## config.mk

```make
export PLATFORM = sky130hd
export DESIGN_NAME = nec_ir_pulse_space_decoder
export DESIGN_NICKNAME = d
export VERILOG_FILES = /design/src/sv/necir_pkg.sv /design/src/sv/necir_front.sv /design/src/sv/necir_queue.sv /design/src/sv/necir_back.sv /design/src/sv/nec_ir_pulse_space_decoder.sv
export SDC_FILE = /design/constraint.sdc
export NUM_CORES = 1
export LEC_CHECK = 0
export ABC_AREA = 1
export BUFFER_PORTS_ARGS = -buffer_cell sky130_fd_sc_hd__buf_2
export CAP_MARGIN = 20
export CORE_UTILIZATION = 46
export CTS_CLUSTER_DIAMETER = 200
export CTS_CLUSTER_SIZE = 20
export DETAILED_ROUTE_END_ITERATION = 6
export PLACE_DENSITY_LB_ADDON = 0.2
export SYNTH_ARGS = -nofsm -noshare
export SYNTH_HDL_FRONTEND = slang
export SYNTH_SLANG_ARGS = --single-unit
```

## constraint.sdc

```tcl
create_clock -name clk -period 2.4 [get_ports clk]
set_input_delay 0.6 -clock clk [delete_from_list [all_inputs] [get_ports clk]]
set_output_delay 0.6 -clock clk [all_outputs]
set_load 0.005 [all_outputs]
```

## src/sv/necir_pkg.sv

```systemverilog
// ============================================================================
// necir_pkg
// Shared types and constants for the NEC-style IR pulse/space decoder.
// ============================================================================
`default_nettype none

package necir_pkg;

    localparam int UNIT_W  = 20;
    localparam int BOUND_W = 27;
    localparam int DUR_W   = 32;

    localparam logic [UNIT_W-1:0] UNIT_RESET = 20'd562500;

    localparam logic [1:0] REQ_TIMING = 2'd0;
    localparam logic [1:0] REQ_RESET  = 2'd1;

    localparam logic [1:0] OUT_NONE   = 2'd0;
    localparam logic [1:0] OUT_KEY    = 2'd1;
    localparam logic [1:0] OUT_REPEAT = 2'd2;
    localparam logic [1:0] OUT_ERROR  = 2'd3;

    localparam logic [1:0] KIND_NEC = 2'd0;
    localparam logic [1:0] KIND_EXT = 2'd1;
    localparam logic [1:0] KIND_RAW = 2'd2;

    // strict window bounds: lo < d < hi (trl has only a lower bound: lo < d)
    typedef struct packed {
        logic [BOUND_W-1:0] hdr16_lo;
        logic [BOUND_W-1:0] hdr16_hi;
        logic [BOUND_W-1:0] hdr8_lo;
        logic [BOUND_W-1:0] hdr8_hi;
        logic [BOUND_W-1:0] hsp8_lo;
        logic [BOUND_W-1:0] hsp8_hi;
        logic [BOUND_W-1:0] rep4_lo;
        logic [BOUND_W-1:0] rep4_hi;
        logic [BOUND_W-1:0] bit1_lo;
        logic [BOUND_W-1:0] bit1_hi;
        logic [BOUND_W-1:0] bit3_lo;
        logic [BOUND_W-1:0] bit3_hi;
        logic [BOUND_W-1:0] trl_lo;
    } bounds_t;

    typedef struct packed {
        logic hdr16;
        logic hdr8;
        logic hsp8;
        logic rep4;
        logic bit1;
        logic bit3;
        logic trl;
    } dur_flags_t;

    typedef struct packed {
        logic [1:0] req_type;
        logic       is_pulse;
        dur_flags_t flags;
    } q_entry_t;

    typedef struct packed {
        logic full;
        logic empty;
    } q_stat_t;

    function automatic bounds_t unit_bounds(input logic [UNIT_W-1:0] u);
        bounds_t            b;
        logic [BOUND_W-1:0] uu;
        logic [BOUND_W-1:0] hh;
        uu = BOUND_W'(u);
        hh = BOUND_W'(u[UNIT_W-1:1]);
        b.hdr16_lo = uu * BOUND_W'(14);
        b.hdr16_hi = uu * BOUND_W'(18);
        b.hdr8_lo  = (uu << 3) - hh;
        b.hdr8_hi  = (uu << 3) + hh;
        b.hsp8_lo  = uu * BOUND_W'(7);
        b.hsp8_hi  = uu * BOUND_W'(9);
        b.rep4_lo  = (uu << 2) - hh;
        b.rep4_hi  = (uu << 2) + hh;
        b.bit1_lo  = uu - hh;
        b.bit1_hi  = uu + hh;
        b.bit3_lo  = uu * BOUND_W'(3) - hh;
        b.bit3_hi  = uu * BOUND_W'(3) + hh;
        b.trl_lo   = uu * BOUND_W'(65) - hh;
        return b;
    endfunction

endpackage

`default_nettype wire

```

## src/sv/necir_front.sv

```systemverilog
// ============================================================================
// necir_front
// Holds the timing bounds and classifies each incoming duration.
// ============================================================================
`default_nettype none

module necir_front
    import necir_pkg::*;
(
    input  wire logic              clk,
    input  wire logic              rst_n,
    input  wire logic              cfg_valid,
    input  wire logic [UNIT_W-1:0] cfg_unit,
    input  wire logic              in_valid,
    input  wire logic [1:0]        req_type,
    input  wire logic              is_pulse,
    input  wire logic [DUR_W-1:0]  duration_ns,
    input  wire q_stat_t           q_stat,
    output logic                   push,
    output q_entry_t               push_entry
);

    bounds_t    bounds_reg;
    dur_flags_t flags;

    always_ff @(posedge clk or negedge rst_n) begin
        if (!rst_n) begin
            bounds_reg <= unit_bounds(UNIT_RESET);
        end
        else if (cfg_valid) begin
            bounds_reg <= unit_bounds(cfg_unit);
        end
    end

    always_comb begin
        flags.hdr16 = (DUR_W'(bounds_reg.hdr16_lo) < duration_ns)
                    && (duration_ns < DUR_W'(bounds_reg.hdr16_hi));
        flags.hdr8  = (DUR_W'(bounds_reg.hdr8_lo) < duration_ns)
                    && (duration_ns < DUR_W'(bounds_reg.hdr8_hi));
        flags.hsp8  = (DUR_W'(bounds_reg.hsp8_lo) < duration_ns)
                    && (duration_ns < DUR_W'(bounds_reg.hsp8_hi));
        flags.rep4  = (DUR_W'(bounds_reg.rep4_lo) < duration_ns)
                    && (duration_ns < DUR_W'(bounds_reg.rep4_hi));
        flags.bit1  = (DUR_W'(bounds_reg.bit1_lo) < duration_ns)
                    && (duration_ns < DUR_W'(bounds_reg.bit1_hi));
        flags.bit3  = (DUR_W'(bounds_reg.bit3_lo) < duration_ns)
                    && (duration_ns < DUR_W'(bounds_reg.bit3_hi));
        flags.trl   = DUR_W'(bounds_reg.trl_lo) < duration_ns;
    end

    assign push                = in_valid && !q_stat.full;
    assign push_entry.req_type = req_type;
    assign push_entry.is_pulse = is_pulse;
    assign push_entry.flags    = flags;

endmodule

`default_nettype wire

```

## src/sv/necir_queue.sv

```systemverilog
// ============================================================================
// necir_queue
// Small FIFO of classified requests between front and back.
// ============================================================================
`default_nettype none

module necir_queue
    import necir_pkg::*;
#(
    parameter int DEPTH = 2
)
(
    input  wire logic     clk,
    input  wire logic     rst_n,
    input  wire logic     push,
    input  wire q_entry_t push_entry,
    input  wire logic     pop,
    output q_entry_t      head,
    output q_stat_t       q_stat
);

    localparam int PTR_W = (DEPTH > 1) ? $clog2(DEPTH) : 1;
    localparam int CNT_W = $clog2(DEPTH + 1);

    q_entry_t           mem [DEPTH];
    logic [PTR_W-1:0]   wr_ptr_reg;
    logic [PTR_W-1:0]   rd_ptr_reg;
    logic [CNT_W-1:0]   count_reg;
    logic               do_push;
    logic               do_pop;

    assign q_stat.full  = (count_reg == CNT_W'(DEPTH));
    assign q_stat.empty = (count_reg == '0);
    assign do_push      = push && !q_stat.full;
    assign do_pop       = pop && !q_stat.empty;
    assign head         = mem[rd_ptr_reg];

    always_ff @(posedge clk) begin
        if (do_push) begin
            mem[wr_ptr_reg] <= push_entry;
        end
    end

    always_ff @(posedge clk or negedge rst_n) begin
        if (!rst_n) begin
            wr_ptr_reg <= '0;
            rd_ptr_reg <= '0;
            count_reg  <= '0;
        end
        else begin
            if (do_push) begin
                wr_ptr_reg <= (wr_ptr_reg == PTR_W'(DEPTH - 1)) ? '0 : wr_ptr_reg + 1'b1;
            end
            if (do_pop) begin
                rd_ptr_reg <= (rd_ptr_reg == PTR_W'(DEPTH - 1)) ? '0 : rd_ptr_reg + 1'b1;
            end
            if (do_push && !do_pop) begin
                count_reg <= count_reg + 1'b1;
            end
            else if (do_pop && !do_push) begin
                count_reg <= count_reg - 1'b1;
            end
        end
    end

endmodule

`default_nettype wire

```

## src/sv/necir_back.sv

```systemverilog
// ============================================================================
// necir_back
// NEC frame state machine and registered result stage.
// ============================================================================
`default_nettype none

module necir_back
    import necir_pkg::*;
(
    input  wire logic     clk,
    input  wire logic     rst_n,
    input  wire q_entry_t head,
    input  wire q_stat_t  q_stat,
    output logic          pop,
    output logic          out_valid,
    input  wire logic     out_stall,
    output logic [1:0]    outcome,
    output logic [31:0]   scancode,
    output logic [1:0]    protocol_kind
);

    typedef enum logic [2:0] {
        S_IDLE,
        S_HDR_SPACE,
        S_BIT_PULSE,
        S_BIT_SPACE,
        S_TRL_PULSE,
        S_TRL_SPACE
    } state_t;

    localparam logic [5:0] FRAME_BITS = 6'd32;

    state_t      state_reg, state_next;
    logic [5:0]  cnt_reg, cnt_next, cnt_inc;
    logic [31:0] shift_reg, shift_next, shift_up;
    logic        short_hdr_reg, short_hdr_next;
    logic        armed_reg, armed_next;
    logic        out_valid_reg;
    logic [1:0]  outcome_reg, outcome_next;
    logic [31:0] code_reg, code_next;
    logic [1:0]  kind_reg, kind_next;
    logic        err;
    logic [7:0]  byte_a, byte_na, byte_c, byte_nc;

    function automatic logic [7:0] rev8(input logic [7:0] b);
        logic [7:0] r;
        for (int i = 0; i < 8; i++) begin
            r[7-i] = b[i];
        end
        return r;
    endfunction

    assign pop      = !q_stat.empty && (!out_valid_reg || !out_stall);
    assign cnt_inc  = cnt_reg + 6'd1;
    assign shift_up = {shift_reg[30:0], 1'b0};
    assign byte_a   = rev8(shift_reg[31:24]);
    assign byte_na  = rev8(shift_reg[23:16]);
    assign byte_c   = rev8(shift_reg[15:8]);
    assign byte_nc  = rev8(shift_reg[7:0]);

    always_comb begin
        state_next     = state_reg;
        cnt_next       = cnt_reg;
        shift_next     = shift_reg;
        short_hdr_next = short_hdr_reg;
        armed_next     = armed_reg;
        outcome_next   = OUT_NONE;
        code_next      = '0;
        kind_next      = KIND_NEC;
        err            = 1'b0;
        if (head.req_type == REQ_RESET) begin
            state_next = S_IDLE;
        end
        else if (head.req_type == REQ_TIMING) begin
            unique case (state_reg)
                S_IDLE: begin
                    if (!head.is_pulse) begin
                        err = 1'b1;
                    end
                    else if (head.flags.hdr16) begin
                        short_hdr_next = 1'b0;
                        armed_next     = 1'b0;
                        cnt_next       = '0;
                        state_next     = S_HDR_SPACE;
                    end
                    else if (head.flags.hdr8) begin
                        short_hdr_next = 1'b1;
                        cnt_next       = '0;
                        state_next     = S_HDR_SPACE;
                    end
                    else begin
                        err = 1'b1;
                    end
                end
                S_HDR_SPACE: begin
                    if (head.is_pulse) begin
                        err = 1'b1;
                    end
                    else if (head.flags.hsp8) begin
                        state_next = S_BIT_PULSE;
                    end
                    else if (head.flags.rep4) begin
                        outcome_next = OUT_REPEAT;
                    end
                    else begin
                        err = 1'b1;
                    end
                end
                S_BIT_PULSE: begin
                    if (!head.is_pulse || !head.flags.bit1) begin
                        err = 1'b1;
                    end
                    else begin
                        state_next = S_BIT_SPACE;
                    end
                end
                S_BIT_SPACE: begin
                    if (head.is_pulse) begin
                        err = 1'b1;
                    end
                    else if (armed_reg && cnt_reg == 6'd1 && head.flags.trl) begin
                        // repeat after a short header: one bit then a long gap
                        outcome_next = OUT_REPEAT;
                        state_next   = S_IDLE;
                    end
                    else begin
                        if (cnt_reg > 6'd1) begin
                            armed_next = 1'b0;
                        end
                        shift_next = shift_up;
                        if (head.flags.bit3) begin
                            shift_next = shift_up | 32'd1;
                        end
                        if (!head.flags.bit3 && !head.flags.bit1) begin
                            err = 1'b1;
                        end
                        else begin
                            cnt_next   = cnt_inc;
                            state_next = (cnt_inc == FRAME_BITS) ? S_TRL_PULSE : S_BIT_PULSE;
                        end
                    end
                end
                S_TRL_PULSE: begin
                    if (!head.is_pulse || !head.flags.bit1) begin
                        err = 1'b1;
                    end
                    else begin
                        state_next = S_TRL_SPACE;
                    end
                end
                S_TRL_SPACE: begin
                    if (head.is_pulse || !head.flags.trl) begin
                        err = 1'b1;
                    end
                    else begin
                        if ((byte_c ^ byte_nc) != 8'hFF) begin
                            code_next = shift_reg;
                            kind_next = KIND_RAW;
                        end
                        else if ((byte_a ^ byte_na) != 8'hFF) begin
                            code_next = {8'h00, byte_a, byte_na, byte_c};
                            kind_next = KIND_EXT;
                        end
                        else begin
                            code_next = {16'h0000, byte_a, byte_c};
                            kind_next = KIND_NEC;
                        end
                        if (short_hdr_reg) begin
                            armed_next = 1'b1;
                        end
                        outcome_next = OUT_KEY;
                        state_next   = S_IDLE;
                    end
                end
                default: begin
                    err = 1'b1;
                end
            endcase
            if (err) begin
                state_next   = S_IDLE;
                outcome_next = OUT_ERROR;
                code_next    = '0;
                kind_next    = KIND_NEC;
            end
        end
    end

    always_ff @(posedge clk or negedge rst_n) begin
        if (!rst_n) begin
            state_reg     <= S_IDLE;
            cnt_reg       <= '0;
            shift_reg     <= '0;
            short_hdr_reg <= 1'b0;
            armed_reg     <= 1'b0;
            out_valid_reg <= 1'b0;
            outcome_reg   <= OUT_NONE;
            code_reg      <= '0;
            kind_reg      <= KIND_NEC;
        end
        else begin
            if (pop) begin
                state_reg     <= state_next;
                cnt_reg       <= cnt_next;
                shift_reg     <= shift_next;
                short_hdr_reg <= short_hdr_next;
                armed_reg     <= armed_next;
                out_valid_reg <= 1'b1;
                outcome_reg   <= outcome_next;
                code_reg      <= code_next;
                kind_reg      <= kind_next;
            end
            else if (!out_stall) begin
                out_valid_reg <= 1'b0;
            end
        end
    end

    assign out_valid     = out_valid_reg;
    assign outcome       = outcome_reg;
    assign scancode      = code_reg;
    assign protocol_kind = kind_reg;

endmodule

`default_nettype wire

```

## src/sv/nec_ir_pulse_space_decoder.sv

```systemverilog
// ============================================================================
// nec_ir_pulse_space_decoder
// NEC-style IR frame decoder fed with timed pulse and space requests.
// Each accepted request is stored in the queue; its result is registered when the back end pops it.
// Throughput: one request per cycle while in_stall is low; a queue (two entries by default) decouples front and back.
// Reset: async active low; machine idle, unit 562500 ns, queue and output empty.
// Config: unit_ns takes effect on the edge it is written; cfg_ready is always high.
// ============================================================================
`default_nettype none

module nec_ir_pulse_space_decoder
    import necir_pkg::*;
#(
    parameter int QUEUE_DEPTH = 2
)
(
    input  wire logic              clk,
    input  wire logic              rst_n,
    input  wire logic              cfg_valid,
    output logic                   cfg_ready,
    input  wire logic [UNIT_W-1:0] unit_ns,
    input  wire logic              in_valid,
    output logic                   in_stall,
    input  wire logic [1:0]        req_type,
    input  wire logic              is_pulse,
    input  wire logic [DUR_W-1:0]  duration_ns,
    output logic                   out_valid,
    input  wire logic              out_stall,
    output logic [1:0]             outcome,
    output logic [31:0]            scancode,
    output logic [1:0]             protocol_kind
);

    q_stat_t  q_stat;
    q_entry_t push_entry;
    q_entry_t head;
    logic     push;
    logic     pop;

    assign cfg_ready = 1'b1;
    assign in_stall  = q_stat.full;

    necir_front u_front (
        .clk         (clk),
        .rst_n       (rst_n),
        .cfg_valid   (cfg_valid),
        .cfg_unit    (unit_ns),
        .in_valid    (in_valid),
        .req_type    (req_type),
        .is_pulse    (is_pulse),
        .duration_ns (duration_ns),
        .q_stat      (q_stat),
        .push        (push),
        .push_entry  (push_entry)
    );

    necir_queue #(
        .DEPTH (QUEUE_DEPTH)
    ) u_queue (
        .clk        (clk),
        .rst_n      (rst_n),
        .push       (push),
        .push_entry (push_entry),
        .pop        (pop),
        .head       (head),
        .q_stat     (q_stat)
    );

    necir_back u_back (
        .clk           (clk),
        .rst_n         (rst_n),
        .head          (head),
        .q_stat        (q_stat),
        .pop           (pop),
        .out_valid     (out_valid),
        .out_stall     (out_stall),
        .outcome       (outcome),
        .scancode      (scancode),
        .protocol_kind (protocol_kind)
    );

    a_non_key_clean: assert property (@(posedge clk) disable iff (!rst_n)
        out_valid && outcome != OUT_KEY |-> scancode == 32'd0 && protocol_kind == KIND_NEC)
        else $error("non-key result carries scancode or kind");

    a_kind_legal: assert property (@(posedge clk) disable iff (!rst_n)
        out_valid |-> protocol_kind == KIND_NEC || protocol_kind == KIND_EXT
                      || protocol_kind == KIND_RAW)
        else $error("illegal protocol kind");

    a_push_lands: assert property (@(posedge clk) disable iff (!rst_n)
        in_valid && !in_stall && q_stat.empty |=> !q_stat.empty)
        else $error("accepted request lost before queue");

    a_pop_when_ready: assert property (@(posedge clk) disable iff (!rst_n)
        !q_stat.empty && !out_valid |-> pop)
        else $error("back idle while queue holds a request");

endmodule

`default_nettype wire
```

; ---- Yosys cells after proc, flatten, opt, wreduce, memory -nomap -nowiden
; Memory sizes are Yosys's and may differ from the RTL's.
; Cells that the tools add are included.
; Widths: inputs -> output; s select.
[totals]
reg_bits = 421
latch_bits = 0
ram_bits = 20
mem_bits_ro = 0
in_bits = 60
out_inout_bits = 39
word_cells = 218
mem_count = 1
[memory_table]
columns = name, depth, word_bits, read_ports, rd_ports_with_merged_regs, write_ports, line_no
row1 = u_queue.mem, 2, 10, 1, 0, 1, necir_queue.sv:25  ; q_entry_t mem [DEPTH];
[classes]
addsub = 14
multipliers = 6
div = 0
order_cmp = 14
n_eq_ne = 30
shifts = 0
n_mux = 80
bitwise_logic = 5
reduce_logical = 43
[op_table]
columns = cell, count
row1 = $mux 32, 6
row2 = $lt 27x32->1, 5
row3 = $lt 32x27->1, 4
row4 = $mul 20x4->24 const B, 2
row5 = $add 22x19->23, 2
row6 = $mul 20x3->23 const B, 2
row7 = $sub 22x19->23, 2
row8 = $mux 3, 15
row9 = $mux 6, 6
row10 = $lt 23x32->1, 1
row11 = $lt 24x32->1, 1
row12 = $lt 32x24->1, 1
row13 = $lt 32x25->1, 1
row14 = $mux 2, 16
row15 = $mux 1, 31
row16 = $mul 20x7->27 const B, 1
row17 = $sub 27x19->27, 1
row18 = $add 23x19->24, 1
row19 = $mux 24, 1
row20 = $sub 23x19->24, 1
row21 = $mul 20x2->22 const B, 1
row22 = $add 20x19->21, 1
row23 = $sub 20x19->21, 1
row24 = $pmux 3 s6, 1
row25 = other kinds (40), 88

; ---- Logic depth before layout (Yosys ltp)
; An unclocked memory read counts as a cell.
[logic_depth]
word_depth = 12
mapped_depth = 25
mapped_depth_nobuf = 24

; ---- Hierarchy
; A second synthesis with hierarchy kept.
[unflattened]
cells_unflattened = 4640
area_unflattened_um2 = 34384.2
[modules_own_cells]
columns = mod, instances, cells_per_inst, area_each_um2, seq_area_each_um2
row1 = necir_front, 1, 4054, 29345.6, 6158.4
row2 = necir_back, 1, 500, 4070.2, 2001.9
row3 = necir_queue, 1, 84, 957.2, 700.7
row4 = nec_ir_pulse_space_decoder, 1, 2, 11.3, 0.0

; ---- Least setup slack after synthesis
; No wires, ideal clock.
[synth_path]
kind = in2reg
startpoint = input port unit_ns[18]
endpoint = register u_front.bounds_reg[26] (netlist bit)
setup_ns = 0.117
t_arrival_ns = 3.875
required_ns = 2.283
path_slack_ns = -1.592
stages = 18
n_path_buf = 1
cell_sequence = clkbuf_1 inv_1 ha_1 ha_1 inv_1 fa_1 inv_1 ha_1 ha_1 a21oi_1 o21ai_0 a21oi_1 nand3_1 nand2_1 nand3_1 or2_2 nand3_1 nand2_1
[synth_between]
elab_chain_len = 2
[synth_rtl]
columns = element, line_no
row1 = from (decl), nec_ir_pulse_space_decoder.sv:21  ; input wire logic [UNIT_W-1:0] unit_ns,
row2 = $mul 20x7->27, necir_pkg.sv:83  ; b.trl_lo = uu * BOUND_W'(65) - hh;
row3 = $sub 27x19->27 (*), necir_pkg.sv:83
row4 = to (signal assigned), necir_front.sv:28  ; bounds_reg <= unit_bounds(UNIT_RESET);
row5 = to (signal assigned), necir_front.sv:31  ; bounds_reg <= unit_bounds(cfg_unit);
row6 = to (decl), necir_front.sv:23  ; bounds_t bounds_reg;
; Mark *: on every way between the ends. The rest lies on a longest branch, timed or not.
; A chain may end at the register's enable or synchronous reset.

; ---- Worst setup path after layout
[layout_path]
startpoint = input port unit_ns[11]
endpoint = register u_front.bounds_reg[19] (netlist bit)
; Same word-level chain as after synthesis.

==> PnR_summary.wiki <==
{| class="wikitable"
! Metric !! Value
|-
| Final setup violating endpoints || 85
|-
| Max Fclk || about 310 MHz
|-
| Share of synthesized flip-flops with an asynchronous set or reset || a little over nine tenths
|-
| Number of nets with antenna violations after detailed routing || 0
|-
| Result of the run || finished, violations left
|-
| Top fanout value on the critical path || 4
|-
| Most frequent standard cell in the layout excluding fill and tap cells || sky130_fd_sc_hd__buf_4
|-
| Total CTS buffers || 21
|-
| Chip height || roughly 270 um
|-
| Final Skew || 0.0275 ns
|-
| CP Data Required Time || ~2.9 ns
|-
| Commonest register cell after synthesis || sky130_fd_sc_hd__dfrtp_1
|-
| Number of nets produced by synthesis || 5,166
|-
| Nets || between 6,000 and 7,000
|-
| Crit path arrival time || approximately 3.7 ns
|-
| Yosys top cell area share || between 20% and 30%
|-
| Number of warnings issued by yosys || 0
|-
| Synth Area per Inst || ~7.6 um^2
|-
| Detailed-routing iteration count for the pre-antenna-repair pass || 6
|-
| Fin. max-slew vios || 0
|-
| Post-detailed-placement half-perimeter wirelength || between 100,000 and 150,000 um
|-
| Num Clock Sinks || around 340
|-
| Most frequent cells in the layout || 974 x sky130_fd_sc_hd__buf_4, 772 x sky130_fd_sc_hd__nand2_1, 459 x sky130_fd_sc_hd__inv_1, 401 x sky130_fd_sc_hd__ha_1, 257 x sky130_fd_sc_hd__a21oi_1
|-
| Core outline area || 0.0720 mm^2
|-
| Largest register FFs || 240
|-
| Flip-flop and latch count after synthesis || 344
|-
| Cell internal power dissipation || approximately 19,000 uW
|-
| Antenna violations before repair || 2
|-
| Clock Path Buffers || 3
|-
| Final period demand of the worst path || between 3 and 4 ns
|-
| Max-slew headroom || between 50% and 60%
|-
| Period Utilization, post-route || 133%
|-
| Global router's overall resource usage || between 30 and 40%
|-
| Critical Path Sink Type || flip-flop
|-
| Biggest cell delay along the critical path || 0.63 ns
|-
| Unrepaired setup endpoints after global routing || true
|-
| Top-Level Pins || 99
|-
| Distinct cell type count after synthesis || between 60 and 70
|-
| Count of antenna diodes in the layout || 0
|-
| Most area-hungry cell type in the Yosys netlist || sky130_fd_sc_hd__ha_1
|-
| Slowest stage cell, crit path || sky130_fd_sc_hd__fa_2
|-
| Detailed router's first-iteration violation count || ~3,000
|-
| Fin. Hold Viols || 0
|-
| Clock tree from TritonCTS || built
|-
| Wire length of the first global-routing pass || ~210,000 um
|-
| CP Cell Sequence || buf_8 -> clkinvlp_4 -> buf_6 -> ha_4 -> ha_4 -> fa_2 -> ha_4 -> ha_4 -> a21o_1 -> a21oi_2 -> nand2_2 -> nand2_2 -> nand3_4 -> buf_6 -> or2_2 -> nand3_2 -> nand2_1
|-
| DRC violations left || 0
|-
| Detail-routed via count per cell || between 5 and 6
|-
| Ratio of total power to cell area || 633 mW/mm^2
|-
| Area delta synth->final || 55.7%
|-
| P_sw || 14,500 uW
|-
| H-tree level count || 1
|-
| Total congestion overflow after global routing || 0
|-
| Seq pwr share || 24.5%
|-
| Clock insertion delay at the later pin of the skew report || roughly 0.62 ns
|-
| Biggest area contributors in the synthesized netlist || sky130_fd_sc_hd__ha_1 21%, sky130_fd_sc_hd__dfrtp_1 15%, sky130_fd_sc_hd__nand2_1 10%
|-
| Worst setup path class || input port to flip-flop
|-
| Pin count of the biggest net entering global routing || between 70 and 80
|-
| Vias in the first global route || roughly 36,000
|-
| Fillers || ~5,400
|-
| Post-place setup slack || -1.52 ns
|-
| Leakage power || between 0.02 and 0.025 uW
|-
| Violated checks || negative setup slack
|-
| Post-layout instance count excluding filler cells || between 6,000 and 7,000
|-
| Cell row count || between 90 and 100
|-
| Count of mapped cells out of synthesis || 4,465
|-
| Number of buffers inserted by port buffering || 97
|-
| Proportion of synthesized chip area in sequential cells || about a quarter
|-
| Comb power frac || about 63%
|-
| Total via count after detailed routing || 37,479
|-
| Peak ir drop on the vdd network || 0.723 mV
|-
| Clk slew on worst S/H paths || approximately 0.090 ns
|-
| Most prevalent standard cell on the critical path || sky130_fd_sc_hd__ha_4
|-
| Final setup margin || -0.796 ns
|-
| CTS Root Cell || sky130_fd_sc_hd__clkbuf_16
|-
| Layout cells sized above 1 || between 40% and 50%
|-
| Die Width || ~270 um
|-
| Clock group share of total power || between 10% and 20%
|-
| Initial core utilization || approximately 47%
|-
| DIE AREA || 0.0744 mm^2
|-
| Max capacitance violation total || 0
|-
| Fraction of power spent switching nets || 43.7%
|-
| Overall routed net length || around 140,000 um
|-
| Number of enable flip-flop cells after synthesis || 20
|-
| Post-placement cell count || roughly 6,400
|-
| Global placement routability congestion || between 1 and 1.5
|-
| Overall power after layout || between 30,000 and 40,000 uW
|-
| Area of the mapped netlist || 0.0337 mm^2
|-
| Kind of start point of the critical path || input port
|-
| Pin slew with the least headroom to its limit || 0.608 ns
|-
| Routed wirelength normalized by instance count || 21.8 um
|-
| Worst hold-check path type || input port to flip-flop
|-
| Hold_ws || roughly 0.19 ns
|}
-- timing repair --
action | in CTS | in global routing
hold buffers | 1 | 0
setup buffers | 120 | 89
endpoints found under the hold margin | 15 | 0
endpoints found under the setup margin | 143 | 165
pin swaps | 237 | 398
resized for setup | 729 | 608
-- cell type report --
cell class | instances | area, um^2 | area share [%]
multi-input cells | 3440 | 28500 | 54.3
flip-flops and latches | 344 | 8860 | 16.9
clock inverters | 2 | 25.0 | 0.0477
repair buffers | 1301 | 11000 | 21.0
well taps | 950 | 1190 | 2.26
clock buffers | 36 | 582 | 1.11
inverters | 568 | 2270 | 4.32
-- Yosys cell counts (all sizes together), types with 2 or more instances --
cell,count
nand3b,3
nor2,305
o22ai,12
xnor2,22
o221ai,20
a31o,2
nor3,59
o31ai,16
and2,2
nand4,74
mux2i,2
buf,51
nor4,17
a211oi,14
edfxtp,20
nand2,942
o2111ai,3
a221oi,4
dfstp,122
a21o,19
xor2,92
clkbuf,62
dfrtp,202
o21ai,403
a21boi,3
ha,579
o211ai,21
fa,62
inv,567
a21oi,382
and3,6
o21bai,31
or2,34
o21a,11
a31oi,54
nor3b,5
nand3,234
-- final timing paths --
kind	from	endpoint	slack, ns	cells after the start
max in group asynchronous	rst_n	u_front.bounds_reg[337]	1.05	3
worst min register to register	u_front.bounds_reg[1]	u_front.bounds_reg[1]	0.47	2
worst max register to register	u_front.bounds_reg[177]	u_queue.mem[0][3]	0.01	10
worst min-delay path	req_type[1]	u_queue.mem[1][9]	0.19	1
min in group asynchronous	rst_n	u_front.bounds_reg[192]	0.49	2
worst max-delay path	unit_ns[11]	u_front.bounds_reg[19]	-0.80	17
-- worst max-delay path, delay by kind of cell --
family,cells,cell delay (ns)
adders and majority gates,5,1.59
and+or+nand+nor,6,0.73
buffers and inverters,4,0.44
AOI/OAI and AO/OA,2,0.37
-- stage by stage --
| step | util, % | setup TNS (ns) | area (um^2) |
|---|---|---|---|
| 4_1_cts | 68.5 | -23.66 | 49300 |
| 3_3_place_gp | 62.0 | -163.48 | 44600 |
| 3_5_place_dp | 62.0 | -168.93 | 44600 |
| 2_1_floorplan | - | -47.14 | 35400 |
| 5_1_grt | 72.9 | -37.71 | 52500 |
| 6_report | 72.9 | -30.79 | 52500 |
-- cell families (layout without fill, tap and decap cells) --
family | count (synthesis) | after routing | synth area share [%]
simple gates | 1682 | 1682 | 21.2
compound gates | 1000 | 1000 | 16.5
buf+inv | 681 | 1907 | 7.80
fa+ha+maj | 641 | 641 | 25.2
flops | 344 | 344 | 26.3
xor+xnor | 114 | 114 | 2.96
mux | 2 | 2 | 0.0594
other cells | 1 | 1 | 0.0111
-- metal layers --
| layer | up-vias | global-route usage, % | wire length [um] | part of all wire, % |
|---|---|---|---|---|
| met5 | - | 0 | 28 | 0.019 |
| li1 | 17496 | - | - | - |
| met2 | 1450 | 59.3 | 64700 | 45 |
| met1 | 18087 | 48.6 | 59800 | 41 |
| met4 | 4 | 19.6 | 9800 | 6.8 |
| met3 | 442 | 5.21 | 10300 | 7.1 |
-- power groups by stage --
stage | clock (uW) | sequential [uW] | combinational, uW
floorplan | 0 | 7890 | 8890
detailed placement | 0 | 8200 | 16100
global placement | 0 | 8170 | 15800
global route | 4280 | 8230 | 22600
finish | 4080 | 8130 | 21000
CTS | 4130 | 8100 | 18500
Power figures use the tool's default switching activity.
